## src/design/mev2hid_pkg.sv

```systemverilog
package mev2hid_pkg;

  // Event kinds
  localparam logic [1:0] KIND_OTHER  = 2'd0;
  localparam logic [1:0] KIND_BUTTON = 2'd1;
  localparam logic [1:0] KIND_REL    = 2'd2;
  localparam logic [1:0] KIND_SYNC   = 2'd3;

  // Axis and sync codes
  localparam logic [9:0] CODE_REL_X      = 10'd0;
  localparam logic [9:0] CODE_REL_Y      = 10'd1;
  localparam logic [9:0] CODE_SYN_REPORT = 10'd0;

  // Button codes
  localparam logic [9:0] CODE_BTN_LEFT    = 10'd272;
  localparam logic [9:0] CODE_BTN_RIGHT   = 10'd273;
  localparam logic [9:0] CODE_BTN_MIDDLE  = 10'd274;
  localparam logic [9:0] CODE_BTN_SIDE    = 10'd275;
  localparam logic [9:0] CODE_BTN_EXTRA   = 10'd276;
  localparam logic [9:0] CODE_BTN_FORWARD = 10'd277;
  localparam logic [9:0] CODE_BTN_BACK    = 10'd278;

  localparam int BTN_W  = 5;
  localparam int SENS_W = 14;
  localparam logic [SENS_W-1:0] SENS_MIN   = 14'd3;
  localparam logic [SENS_W-1:0] SENS_MAX   = 14'd8192;
  localparam logic [SENS_W-1:0] SENS_RESET = 14'd256;

  localparam int CHUNK_MAX = 127;
  localparam int MOVE_W    = 8;
  // Holds +-(64*127), the largest total the report count allows
  localparam int TOT_W     = 14;

  localparam int MAX_REPORTS_DEF = 64;
  localparam int SUM_BITS_DEF    = 24;
  localparam int QUEUE_DEPTH     = 4;

  typedef struct packed {
    logic [BTN_W-1:0]        buttons;
    logic signed [TOT_W-1:0] tot_x;
    logic signed [TOT_W-1:0] tot_y;
  } cmd_t;

  function automatic logic [BTN_W-1:0] button_mask(input logic [9:0] code);
    logic [BTN_W-1:0] m;
    unique case (code)
      CODE_BTN_LEFT:                    m = 5'b00001;
      CODE_BTN_RIGHT:                   m = 5'b00010;
      CODE_BTN_MIDDLE:                  m = 5'b00100;
      CODE_BTN_SIDE, CODE_BTN_BACK:     m = 5'b01000;
      CODE_BTN_EXTRA, CODE_BTN_FORWARD: m = 5'b10000;
      default:                          m = 5'b00000;
    endcase
    return m;
  endfunction

endpackage

```

## src/design/mouse_event_to_hid_report.sv

```systemverilog
// Channel   | Handshake            | Word
// ----------+----------------------+-----------------------------------------
// event in  | push / full          | kind, code, value, forward_enable
// report out| empty / pop          | button_bits, move_x, move_y, last
// config    | sensitivity_we       | sensitivity_q8 (clamped to 3..8192)
//
// A button, motion or ignored event is taken as pushed unless full is high.
// A sync report holds the front while it multiplies X, then Y, on the one
// shared multiplier, rounds both and writes the queue; a button event
// reaches the queue in its accept cycle. The back loads a queued word, then
// emits one report per cycle while they are popped: ceil(max(|tx|,|ty|)/127)
// reports per sync, one per button event. Reset clears buttons, sums, queue
// and output valid flag; no clearing pass. Each half stalls on its own:
// the front on a sync or full queue, the back on a report not yet popped.
module mouse_event_to_hid_report #(
  parameter int MAX_REPORTS = mev2hid_pkg::MAX_REPORTS_DEF,
  parameter int SUM_BITS    = mev2hid_pkg::SUM_BITS_DEF
) (
  input  logic                                  clk,
  input  logic                                  rst,
  input  logic [1:0]                            kind,
  input  logic [9:0]                            code,
  input  logic signed [15:0]                    value,
  input  logic                                  forward_enable,
  input  logic                                  push,
  output logic                                  full,
  output logic [mev2hid_pkg::BTN_W-1:0]         button_bits,
  output logic signed [mev2hid_pkg::MOVE_W-1:0] move_x,
  output logic signed [mev2hid_pkg::MOVE_W-1:0] move_y,
  output logic                                  last,
  output logic                                  empty,
  input  logic                                  pop,
  input  logic                                  sensitivity_we,
  input  logic [mev2hid_pkg::SENS_W-1:0]        sensitivity_q8
);

  logic [mev2hid_pkg::SENS_W-1:0] sens;
  logic [mev2hid_pkg::SENS_W-1:0] sens_next;

  logic              q_push;
  mev2hid_pkg::cmd_t q_wdata;
  logic              q_full;
  logic              q_pop;
  mev2hid_pkg::cmd_t q_rdata;
  logic              q_empty;
  logic              out_valid;

  // Clamp the scale on write so the multiplier sees only legal values
  always_comb begin
    if (sensitivity_q8 < mev2hid_pkg::SENS_MIN) begin
      sens_next = mev2hid_pkg::SENS_MIN;
    end else if (sensitivity_q8 > mev2hid_pkg::SENS_MAX) begin
      sens_next = mev2hid_pkg::SENS_MAX;
    end else begin
      sens_next = sensitivity_q8;
    end
  end

  always_ff @(posedge clk) begin
    if (rst) begin
      sens <= mev2hid_pkg::SENS_RESET;
    end else if (sensitivity_we) begin
      sens <= sens_next;
    end
  end

  // Front: classify events, keep buttons and sums, scale on sync
  mev2hid_front #(
    .MAX_REPORTS (MAX_REPORTS),
    .SUM_BITS    (SUM_BITS)
  ) u_front (
    .clk            (clk),
    .rst            (rst),
    .kind           (kind),
    .code           (code),
    .value          (value),
    .forward_enable (forward_enable),
    .push           (push),
    .full           (full),
    .sens           (sens),
    .q_push         (q_push),
    .q_data         (q_wdata),
    .q_full         (q_full)
  );

  // Short queue of report words between the two halves
  mev2hid_cmd_fifo u_queue (
    .clk     (clk),
    .rst     (rst),
    .wr_en   (q_push),
    .wr_data (q_wdata),
    .q_full  (q_full),
    .rd_en   (q_pop),
    .rd_data (q_rdata),
    .q_empty (q_empty)
  );

  // Back: split each word into 127-step reports into the output register
  mev2hid_back u_back (
    .clk         (clk),
    .rst         (rst),
    .q_data      (q_rdata),
    .q_empty     (q_empty),
    .q_pop       (q_pop),
    .out_valid   (out_valid),
    .out_take    (pop),
    .button_bits (button_bits),
    .move_x      (move_x),
    .move_y      (move_y),
    .last        (last)
  );

  assign empty = !out_valid;

endmodule

```

## src/design/mev2hid_cmd_fifo.sv

```systemverilog
module mev2hid_cmd_fifo (
  input  logic               clk,
  input  logic               rst,
  input  logic               wr_en,
  input  mev2hid_pkg::cmd_t  wr_data,
  output logic               q_full,
  input  logic               rd_en,
  output mev2hid_pkg::cmd_t  rd_data,
  output logic               q_empty
);

  localparam int DEPTH = mev2hid_pkg::QUEUE_DEPTH;
  localparam int PTR_W = $clog2(DEPTH);
  localparam int CNT_W = $clog2(DEPTH + 1);

  mev2hid_pkg::cmd_t slots [DEPTH];
  logic [PTR_W-1:0] wr_ptr;
  logic [PTR_W-1:0] rd_ptr;
  logic [CNT_W-1:0] count;
  logic do_wr;
  logic do_rd;

  assign q_full  = (count == CNT_W'(DEPTH));
  assign q_empty = (count == '0);
  assign do_wr   = wr_en && !q_full;
  assign do_rd   = rd_en && !q_empty;
  assign rd_data = slots[rd_ptr];

  always_ff @(posedge clk) begin
    if (do_wr) begin
      slots[wr_ptr] <= wr_data;
    end
  end

  always_ff @(posedge clk) begin
    if (rst) begin
      wr_ptr <= '0;
      rd_ptr <= '0;
      count  <= '0;
    end else begin
      if (do_wr) begin
        wr_ptr <= wr_ptr + PTR_W'(1);
      end
      if (do_rd) begin
        rd_ptr <= rd_ptr + PTR_W'(1);
      end
      if (do_wr && !do_rd) begin
        count <= count + CNT_W'(1);
      end else if (do_rd && !do_wr) begin
        count <= count - CNT_W'(1);
      end
    end
  end

endmodule

```

## src/design/mev2hid_front.sv

```systemverilog
module mev2hid_front #(
  parameter int MAX_REPORTS = mev2hid_pkg::MAX_REPORTS_DEF,
  parameter int SUM_BITS    = mev2hid_pkg::SUM_BITS_DEF
) (
  input  logic                              clk,
  input  logic                              rst,
  input  logic [1:0]                        kind,
  input  logic [9:0]                        code,
  input  logic signed [15:0]                value,
  input  logic                              forward_enable,
  input  logic                              push,
  output logic                              full,
  input  logic [mev2hid_pkg::SENS_W-1:0]    sens,
  output logic                              q_push,
  output mev2hid_pkg::cmd_t                 q_data,
  input  logic                              q_full
);

  localparam int PROD_W = SUM_BITS + mev2hid_pkg::SENS_W + 1;
  localparam int RND_W  = PROD_W - 7;
  localparam int TOT_W  = mev2hid_pkg::TOT_W;
  localparam int LIMIT  = MAX_REPORTS * mev2hid_pkg::CHUNK_MAX;

  typedef enum logic [1:0] {ST_IDLE, ST_MULY, ST_RND, ST_PUSH} state_t;

  state_t state;
  logic [mev2hid_pkg::BTN_W-1:0] button_state;
  logic signed [SUM_BITS-1:0] sum_x;
  logic signed [SUM_BITS-1:0] sum_y;
  logic signed [PROD_W-1:0] prod;
  logic signed [TOT_W-1:0] tot_x;
  logic signed [TOT_W-1:0] tot_y;

  logic accept;
  logic take;
  logic is_button;
  logic is_rel_x;
  logic is_rel_y;
  logic is_sync;
  logic [mev2hid_pkg::BTN_W-1:0] mask;
  logic [mev2hid_pkg::BTN_W-1:0] button_next;
  logic signed [SUM_BITS-1:0] add_src;
  logic signed [SUM_BITS-1:0] add_sum;
  logic signed [PROD_W-1:0] mul_a;
  logic signed [PROD_W-1:0] mul_b;
  logic signed [PROD_W-1:0] mul_out;
  logic push_totals;

  // Saturating add of a signed delta into a SUM_BITS accumulator
  function automatic logic signed [SUM_BITS-1:0] sat_add(
    input logic signed [SUM_BITS-1:0] acc,
    input logic signed [15:0]         delta
  );
    logic signed [SUM_BITS:0] s;
    s = {acc[SUM_BITS-1], acc} + {{(SUM_BITS+1-16){delta[15]}}, delta};
    if (s[SUM_BITS] != s[SUM_BITS-1]) begin
      return s[SUM_BITS] ? {1'b1, {(SUM_BITS-1){1'b0}}} : {1'b0, {(SUM_BITS-1){1'b1}}};
    end
    return s[SUM_BITS-1:0];
  endfunction

  // Round half away from zero, drop 8 fraction bits, clamp to the report limit
  function automatic logic signed [TOT_W-1:0] round_sat(input logic signed [PROD_W-1:0] p);
    logic            neg;
    logic [PROD_W:0] mag;
    logic [RND_W-1:0] q;
    logic [TOT_W-1:0] qc;
    neg = p[PROD_W-1];
    mag = neg ? ((PROD_W+1)'(0) - {p[PROD_W-1], p}) : {1'b0, p};
    mag = mag + (PROD_W+1)'(128);
    q   = mag[PROD_W:8];
    qc  = (q > RND_W'(LIMIT)) ? TOT_W'(LIMIT) : q[TOT_W-1:0];
    return neg ? -$signed(qc) : $signed(qc);
  endfunction

  assign full   = !(state == ST_IDLE && !q_full);
  assign accept = push && !full;
  assign take   = accept && forward_enable;

  assign is_button = take && (kind == mev2hid_pkg::KIND_BUTTON);
  assign is_rel_x  = take && (kind == mev2hid_pkg::KIND_REL) && (code == mev2hid_pkg::CODE_REL_X);
  assign is_rel_y  = take && (kind == mev2hid_pkg::KIND_REL) && (code == mev2hid_pkg::CODE_REL_Y);
  assign is_sync   = take && (kind == mev2hid_pkg::KIND_SYNC)
                     && (code == mev2hid_pkg::CODE_SYN_REPORT);

  assign mask        = mev2hid_pkg::button_mask(code);
  assign button_next = (value != 16'sd0) ? (button_state | mask) : (button_state & ~mask);

  assign add_src = is_rel_y ? sum_y : sum_x;
  assign add_sum = sat_add(add_src, value);

  // One shared multiplier: X on the accept cycle, Y on the next
  assign mul_a   = (state == ST_IDLE) ? PROD_W'(sum_x) : PROD_W'(sum_y);
  assign mul_b   = $signed({{(PROD_W-mev2hid_pkg::SENS_W){1'b0}}, sens});
  assign mul_out = mul_a * mul_b;

  assign push_totals = (state == ST_PUSH) && ((tot_x != '0) || (tot_y != '0)) && !q_full;

  always_comb begin
    q_push = is_button || push_totals;
    if (state == ST_PUSH) begin
      q_data = '{buttons: button_state, tot_x: tot_x, tot_y: tot_y};
    end else begin
      q_data = '{buttons: button_next, tot_x: '0, tot_y: '0};
    end
  end

  always_ff @(posedge clk) begin
    if (rst) begin
      state        <= ST_IDLE;
      button_state <= '0;
      sum_x        <= '0;
      sum_y        <= '0;
    end else begin
      unique case (state)
        ST_IDLE: begin
          if (is_button) begin
            button_state <= button_next;
          end
          if (is_rel_x) begin
            sum_x <= add_sum;
          end
          if (is_rel_y) begin
            sum_y <= add_sum;
          end
          if (is_sync) begin
            prod  <= mul_out;
            state <= ST_MULY;
          end
        end
        ST_MULY: begin
          tot_x <= round_sat(prod);
          prod  <= mul_out;
          state <= ST_RND;
        end
        ST_RND: begin
          tot_y <= round_sat(prod);
          sum_x <= '0;
          sum_y <= '0;
          state <= ST_PUSH;
        end
        ST_PUSH: begin
          // Zero totals give no report; otherwise hold until the queue has room
          if ((tot_x == '0 && tot_y == '0) || !q_full) begin
            state <= ST_IDLE;
          end
        end
        default: state <= ST_IDLE;
      endcase
    end
  end

endmodule

```

## src/design/mev2hid_back.sv

```systemverilog
module mev2hid_back (
  input  logic                              clk,
  input  logic                              rst,
  input  mev2hid_pkg::cmd_t                 q_data,
  input  logic                              q_empty,
  output logic                              q_pop,
  output logic                              out_valid,
  input  logic                              out_take,
  output logic [mev2hid_pkg::BTN_W-1:0]     button_bits,
  output logic signed [mev2hid_pkg::MOVE_W-1:0] move_x,
  output logic signed [mev2hid_pkg::MOVE_W-1:0] move_y,
  output logic                              last
);

  localparam int TOT_W  = mev2hid_pkg::TOT_W;
  localparam int MOVE_W = mev2hid_pkg::MOVE_W;

  logic busy;
  logic [mev2hid_pkg::BTN_W-1:0] buttons;
  logic signed [TOT_W-1:0] rem_x;
  logic signed [TOT_W-1:0] rem_y;

  logic emit;
  logic signed [TOT_W-1:0] chunk_x;
  logic signed [TOT_W-1:0] chunk_y;
  logic signed [TOT_W-1:0] rem_x_next;
  logic signed [TOT_W-1:0] rem_y_next;
  logic done;

  function automatic logic signed [TOT_W-1:0] clamp_chunk(input logic signed [TOT_W-1:0] t);
    if (t > TOT_W'(mev2hid_pkg::CHUNK_MAX)) begin
      return TOT_W'(mev2hid_pkg::CHUNK_MAX);
    end
    if (t < -TOT_W'(mev2hid_pkg::CHUNK_MAX)) begin
      return -TOT_W'(mev2hid_pkg::CHUNK_MAX);
    end
    return t;
  endfunction

  assign q_pop      = !busy && !q_empty;
  assign emit       = busy && (!out_valid || out_take);
  assign chunk_x    = clamp_chunk(rem_x);
  assign chunk_y    = clamp_chunk(rem_y);
  assign rem_x_next = rem_x - chunk_x;
  assign rem_y_next = rem_y - chunk_y;
  // A button word carries zero totals, so it ends after one report
  assign done       = (rem_x_next == '0) && (rem_y_next == '0);

  always_ff @(posedge clk) begin
    if (rst) begin
      busy      <= 1'b0;
      out_valid <= 1'b0;
    end else begin
      if (q_pop) begin
        busy    <= 1'b1;
        buttons <= q_data.buttons;
        rem_x   <= q_data.tot_x;
        rem_y   <= q_data.tot_y;
      end else if (emit) begin
        rem_x <= rem_x_next;
        rem_y <= rem_y_next;
        if (done) begin
          busy <= 1'b0;
        end
      end
      if (emit) begin
        out_valid   <= 1'b1;
        button_bits <= buttons;
        move_x      <= chunk_x[MOVE_W-1:0];
        move_y      <= chunk_y[MOVE_W-1:0];
        last        <= done;
      end else if (out_take) begin
        out_valid <= 1'b0;
      end
    end
  end

`ifndef SYNTHESIS
  a_move_x_range: assert property (@(posedge clk) disable iff (rst)
    out_valid |-> move_x != -8'sd128)
    else $error("move_x out of report range");
  a_move_y_range: assert property (@(posedge clk) disable iff (rst)
    out_valid |-> move_y != -8'sd128)
    else $error("move_y out of report range");
  a_more_follows: assert property (@(posedge clk) disable iff (rst)
    (out_valid && !last) |-> busy)
    else $error("report without last but no word in progress");
  a_pop_idle: assert property (@(posedge clk) disable iff (rst)
    q_pop |=> busy)
    else $error("popped word not taken up");
`endif

endmodule

```

## config.mk

```make
export PLATFORM = sky130hd
export DESIGN_NAME = mouse_event_to_hid_report
export DESIGN_NICKNAME = d
export VERILOG_FILES = /design/src/design/mev2hid_pkg.sv /design/src/design/mouse_event_to_hid_report.sv /design/src/design/mev2hid_cmd_fifo.sv /design/src/design/mev2hid_front.sv /design/src/design/mev2hid_back.sv
export SDC_FILE = /design/constraint.sdc
export NUM_CORES = 2
export LEC_CHECK = 0
export ABC_AREA = 1
export BUFFER_PORTS_ARGS = -buffer_cell sky130_fd_sc_hd__buf_2
export CORE_AREA = 5 5 266 268
export DETAILED_ROUTE_END_ITERATION = 8
export DIE_AREA = 0 0 271 273
export PLACE_DENSITY_LB_ADDON = 0.12
export SYNTH_ARGS = -nofsm -noshare
export SYNTH_HDL_FRONTEND = slang
export SYNTH_SLANG_ARGS = --single-unit
export TNS_END_PERCENT = 100
```

## constraint.sdc

```tcl
create_clock -name clk -period 9.05 [get_ports clk]
set_input_delay 1.3575 -clock clk [delete_from_list [all_inputs] [get_ports clk]]
set_output_delay 1.3575 -clock clk [all_outputs]
set_load 0.02 [all_outputs]
```

---- Word level (Yosys, flattened, before mapping) ----
Memories as Yosys holds them, arrays and structs flattened. A register that Yosys moved wholly into a read port is not among the register bits.
Index checks and enable logic that the tools add are counted.
storage, ports and cells
  flip-flop bits (word level) ............. 200
  RAM bits ................................ 132
  bits of input ports ..................... 48
  output and inout bits ................... 24
  logic and storage cells ................. 174
  memories kept ........................... 1
memories
  memory         depth  width  rd ports  clocked after memory_dff  wr ports  RTL line                source
  u_queue.slots  4      33     1         1                         1         mev2hid_cmd_fifo.sv:16  mev2hid_pkg::cmd_t slots [DEPTH];
cells by class
  add/subtract/negate cells ............... 10
  multiply operators ...................... 1
  magnitude comparators ................... 7
  equality and inequality tests ........... 20
  mux-type cells .......................... 52
  bitwise logic cells ..................... 4
  reductions and logical operators ........ 59
operator list
  cell                   number
  $mux 14                16
  $mux 24                6
  $pmux 24 s2            2
  $mux 39                2
  $pmux 39 s2            1
  $eq 10x9->1 const B    7
  $logic_not 14->1       4
  $add 40x8->40 const B  1
  $mux 40                1
  $sub 1x39->40 const A  1
  $mul 39x15->39         1
  $mux 33                1
  $gt 32x13->1 const B   1
  $gt 14x8->1 const B    2
  $lt 14x8->1 const B    2
  $reduce_bool 14->1     2
  $sub 14x14->14         2
  $add 24x16->25         1
  $pmux 5 s5             1
  $reduce_and 2->1       10
  $logic_and 1x1->1      19
  $reduce_bool 16->1     1
  $gt 14x14->1 const B   1
  $lt 14x2->1 const B    1
  other kinds (28)       67

---- Longest topological paths before layout ----
  word-level depth ........................ 14
  gate-level depth with buffers ........... 34
  depth with buffers taken out ............ 31

---- Hierarchy ----
From an unflattened synthesis, not the netlist that was laid out.
second synthesis, totals
  cells, all modules ...................... 3,825
  area total of the unflattened synthesis .. 31,401.4 um^2
modules (own cells, without submodules)
  module                     times used  cells each  area an instance (um^2)  seq. area each (um^2)
  mev2hid_front              1           2,834       21,170.3                 3,113.0
  mev2hid_cmd_fifo           1           389         5,408.9                  4,144.0
  mev2hid_back               1           516         4,220.3                  1,691.6
  mouse_event_to_hid_report  1           86          601.8                    280.3

---- Worst setup path after synthesis ----
Ideal clock, no wire load.
  kind .................................... reg2reg
  from .................................... reg u_front.state[0]
  to ...................................... reg u_front.prod[32] (data pin)
  setup time .............................. 265 ps
  arrival ................................. 7,070 ps
  data required time ...................... 8,785 ps
  path slack .............................. 1,715 ps
  stages on the path, launching flop included .. 31
  buffers on the path ..................... 3
  clock period less this slack ............ 7,335 ps
  path through ............................ dfxtp_1 -> inv_1 -> ha_1 -> clkbuf_1 -> clkbuf_1 -> buf_1 -> nand2_1 -> o21ai_1 -> nor2_1 -> fa_1 -> inv_1 -> fa_1 -> inv_1 -> fa_1 -> fa_1 -> fa_1 -> inv_1 -> fa_1 -> inv_1 -> ha_1 -> a21oi_1 -> o21ai_0 -> a21oi_1 -> o21ai_1 -> a21boi_0 -> o21bai_1 -> a21boi_1 -> o21ai_0 -> a21oi_1 -> o21ai_0 -> xor2_1
between the ends
  longest elaborated chain between the ends .. 5
  elaborated cells between the ends (all ways) .. 6
  those cells by class .................... 1 x mul; 1 x eq/ne; 3 x mux; 1 x reduce/logical
ends and longest elaborated chain
  what                           RTL line              source
  from (decl)                    mev2hid_front.sv:26   state_t state;
  from (signal assigned)         mev2hid_front.sv:110  state <= ST_IDLE;
  from (signal assigned)         mev2hid_front.sv:128  state <= ST_MULY;
  from (signal assigned)         mev2hid_front.sv:134  state <= ST_RND;
  $logic_not 2->1 *              mev2hid_front.sv:93   assign mul_a = (state == ST_IDLE) ? PROD_W'(sum_x) : PROD_W'(sum_y);
  $mux 39 *                      mev2hid_front.sv:93
  $mul 39x15->39 *               mev2hid_front.sv:95   assign mul_out = mul_a * mul_b;
  named net u_front.mul_out[32]  mev2hid_front.sv:46   logic signed [PROD_W-1:0] mul_out;
  $mux 39                        mev2hid_front.sv:126  if (is_sync) begin
  $pmux 39 s2 *                  mev2hid_front.sv:115  unique case (state)
  to (signal assigned)           mev2hid_front.sv:127  prod <= mul_out;
  to (signal assigned)           mev2hid_front.sv:133  prod <= mul_out;
  to (decl)                      mev2hid_front.sv:30   logic signed [PROD_W-1:0] prod;
Mark *: on every way through the listed nets, which the timed path passes. The rest lies on a longest branch. The select of a mux whose other input is x is not followed.
A chain may end at the register's enable or synchronous reset.

---- Final worst setup path ----
  from .................................... reg u_front.state[1]
  to ...................................... reg u_front.prod[37] (data pin)
The elaborated chain is that of the path after synthesis.

==> run metrics <==
outcome finished clean; worst hold path type reg -> reg; Max Fclk ~120 MHz; First-pass DRT Iterations 5; Worst path most repeated cell inv_1; CTS tree done; Worst Max-Slew Pin Slew 1.042 ns; IO Pins a little over 70; first-pass GRT wire length 125.3 mm; FF-to-FF End u_front.prod[37]; Yosys reg bits 334; # resized after CTS 0; chip width 271 µm; register area 9230 µm²; Main synth FF type edfxtp_1; gp weighted congestion approximately 0.84; ys async rst share 0%; Synth cell types 55; drt drc 0; CTS Buf Count 40; share of post-route cells with drive strength above 1 under 10%; Crit Path Class reg -> reg; vias in the first global route roughly 24000; Worst Setup Start Kind register; multi-input logic area roughly 18000 µm²; Reg2Reg Depth 31; Final Max Slew Viols 0; Worst EP arrival a little over 8 ns; Antenna Violating Nets Remaining 0; Max clock buf depth 3; Avg Vias per Cell about 5.0; Clock Skews around 0.027 ns; initial antenna violation count 1; Critical path origin u_front.state[1]; RSZ-0062 raised after global routing false; Post-CTS Setup Inserts 0; Critical Path End u_front.prod[37]; Total GRT Usage between 20% and 30%; # H-tree levels 2; Slowest-stage cell, CP ha_2; Clock transition at path regs 0.06 ns; CTS Root Buffer Type clkbuf_16; crit share post-route between 80% and 90%; Die Ht about 270 µm; Avg Inst Size Synth slightly above 8 µm²; ranking of synthesized cells by area edfxtp_1 25%, fa_1 21%, inv_1 8.6%, nand2_1 8.1%, ha_1 6.4%; EDFF count, synth ~250; clk_lat worst skew 0.57 ns; DR vias approximately 23000; r2r setup slk just over 1 ns; slowest stage delay, CP about 0.82 ns; max-cap violation count 0; Post-Syn Instances ~3700; first-iteration detailed-routing DRC count about 1300; drt total wl 75.41 mm; synth warn 0; routed len/inst roughly 16 µm; num rows 96; final hold vios 0; Syn-to-layout area delta 8.698%; ANT cells 0; share of the synthesized area in the top cell type between 20% and 30%; Slew headroom 30.47%; final sum of negative setup slack 0 ns; Worst Path Max Fanout 54; Die ar. around 74000 µm²; DP Wirelength between 60 and 70 mm; worst path required time between 9 and 10 ns; HP Start u_back.buttons[2]; # nets final approximately 4200; post-synthesis sequential area ratio a little under a third; global route overflow 0; Post-Syn Area ~30000 µm²; dominant cell type by area after synthesis edfxtp_1; Worst R2R Start u_front.state[1]; largest net degree at the start of global routing 75; Core Region about 68000 µm²; PortBufs 71; Initial Utilization between 40% and 50%; hold buffers post-CTS 0; final-report setup violation count 0; synthesized netlist net count approximately 4200; Sink Count around 330; Fill cells ~6700; Worst setup EP type register; Final min period between 8 and 9 ns
-- synthesized netlist by cell type (2+ instances only) --
cell and instances:
inv_1 692, nand2_1 651, nor2_1 493, fa_1 318, o21ai_0 256, edfxtp_1 254, a21oi_1 185, ha_1 154
nand3_1 105, clkbuf_1 97, dfxtp_1 80, xor2_1 63, xnor2_1 37, nand4_1 30, nor4_1 24, o21ai_1 22
o22ai_1 20, a31oi_1 19, nand2_2 17, a211oi_1 16, nor3_1 16, nor2_2 14, nor2_4 12, o21bai_1 11
inv_2 8, nand3_2 7, a21o_1 6, buf_2 6, and2_1 5, buf_1 5, clkinv_1 5, o211ai_1 5
nand2_4 4, o31ai_1 4, nand3b_1 3, a21boi_0 2, a21boi_1 2, a221oi_1 2, nand3_4 2, nor3b_1 2
o21a_1 2, o311ai_0 2
-- stage by stage --
| step | util, % | hold slack [ns] | setup WS, ns | instances | area, µm² |
|---|---|---|---|---|---|
| 6_report | 48.40 | 0.4192 | 1.028 | 4626 | 32960 |
| 5_1_grt | 48.40 | 0.4290 | 0.2956 | 4626 | 32960 |
| 4_1_cts | 48.40 | 0.4220 | 1.026 | 4626 | 32960 |
| 3_5_place_dp | 46.58 | 0.4072 | 1.071 | 4555 | 31720 |
| 3_3_place_gp | 46.58 | 0.4044 | 1.238 | 4555 | 31720 |
| 2_1_floorplan | - | 0.4003 | 1.715 | 3671 | 30330 |
-- cells by family after synthesis --
group / count (synthesis) / synth area share [%]
simple gates: 1390 / 19.23
flops: 334 / 30.43
compound gates: 560 / 9.952
buf+inv: 815 / 10.15
fa+ha+maj: 472 / 27.35
xor+xnor: 100 / 2.888
-- worst min-delay path by stage --
stage                                 end  slack (ns)  cells after the start
global placement    u_back.button_bits[3]        0.40                      0
finish              u_back.button_bits[2]        0.42                      0
global route        u_back.button_bits[0]        0.43                      0
CTS                 u_back.button_bits[2]        0.42                      0
detailed placement  u_back.button_bits[1]        0.41                      0
floorplan           u_back.button_bits[0]        0.40                      0
-- worst max-delay path, delay by kind of cell, from the launching register on --
kind                       cells  cell delay, ns
AOI/OAI and AO/OA              7            1.81
xor gates and xnor gates       1            0.10
adders and majority gates      8            4.21
buffers and inverters          8            0.45
DFF                            1            0.33
and+or+nand+nor                7            0.80
-- area by class of cell --
class / instances / share of cell area [%]
Inverter: 705 / 8.028
Tap cell: 882 / 3.348
Multi-Input combinational cell: 2522 / 54.85
Sequential cell: 334 / 28.00
Clock inverter: 20 / 0.5997
Timing Repair Buffer: 112 / 2.012
Clock buffer: 51 / 3.162
-- layout by cell type, fill, tap and decap left out, drive strengths merged, types with 112 or more instances in the layout --
cell and count:
a21oi 185, ha 154, inv 704, fa 318, buf 112, nor2 520, nand3 114, nand2 672
edfxtp 254, o21ai 280
-- metal layers --
layer | global-route usage (%) | vias to the layer above | share of wire (%) | wire (µm)
met3 | 1.967 | 96 | 3.1 | 2374
met5 | 0 | - | 0 | 0
met2 | 36.73 | 377 | 49 | 37190
met4 | 4.421 | 0 | 1.9 | 1456
li1 | - | 11662 | - | -
met1 | 27.97 | 11058 | 46 | 34390
-- sequential cells by signal, indices dropped and copies added, names as in the netlist, 3 cells and up, named ones only --
name	count
u_front.button_state	5
u_front.sum_y	24
u_back.rem_x	14
sens	14
u_back.rem_y	14
u_back.move_y	8
u_back.move_x	8
u_front.tot_y	14
u_queue.slots	132
u_back.buttons	5
u_front.sum_x	24
u_front.tot_x	14
u_queue.count	3
u_front.prod	39
u_back.button_bits	5
Power is left out: the tool's default activity adds up to more than one toggle a clock period on the data nets, which glitch-free logic cannot reach.
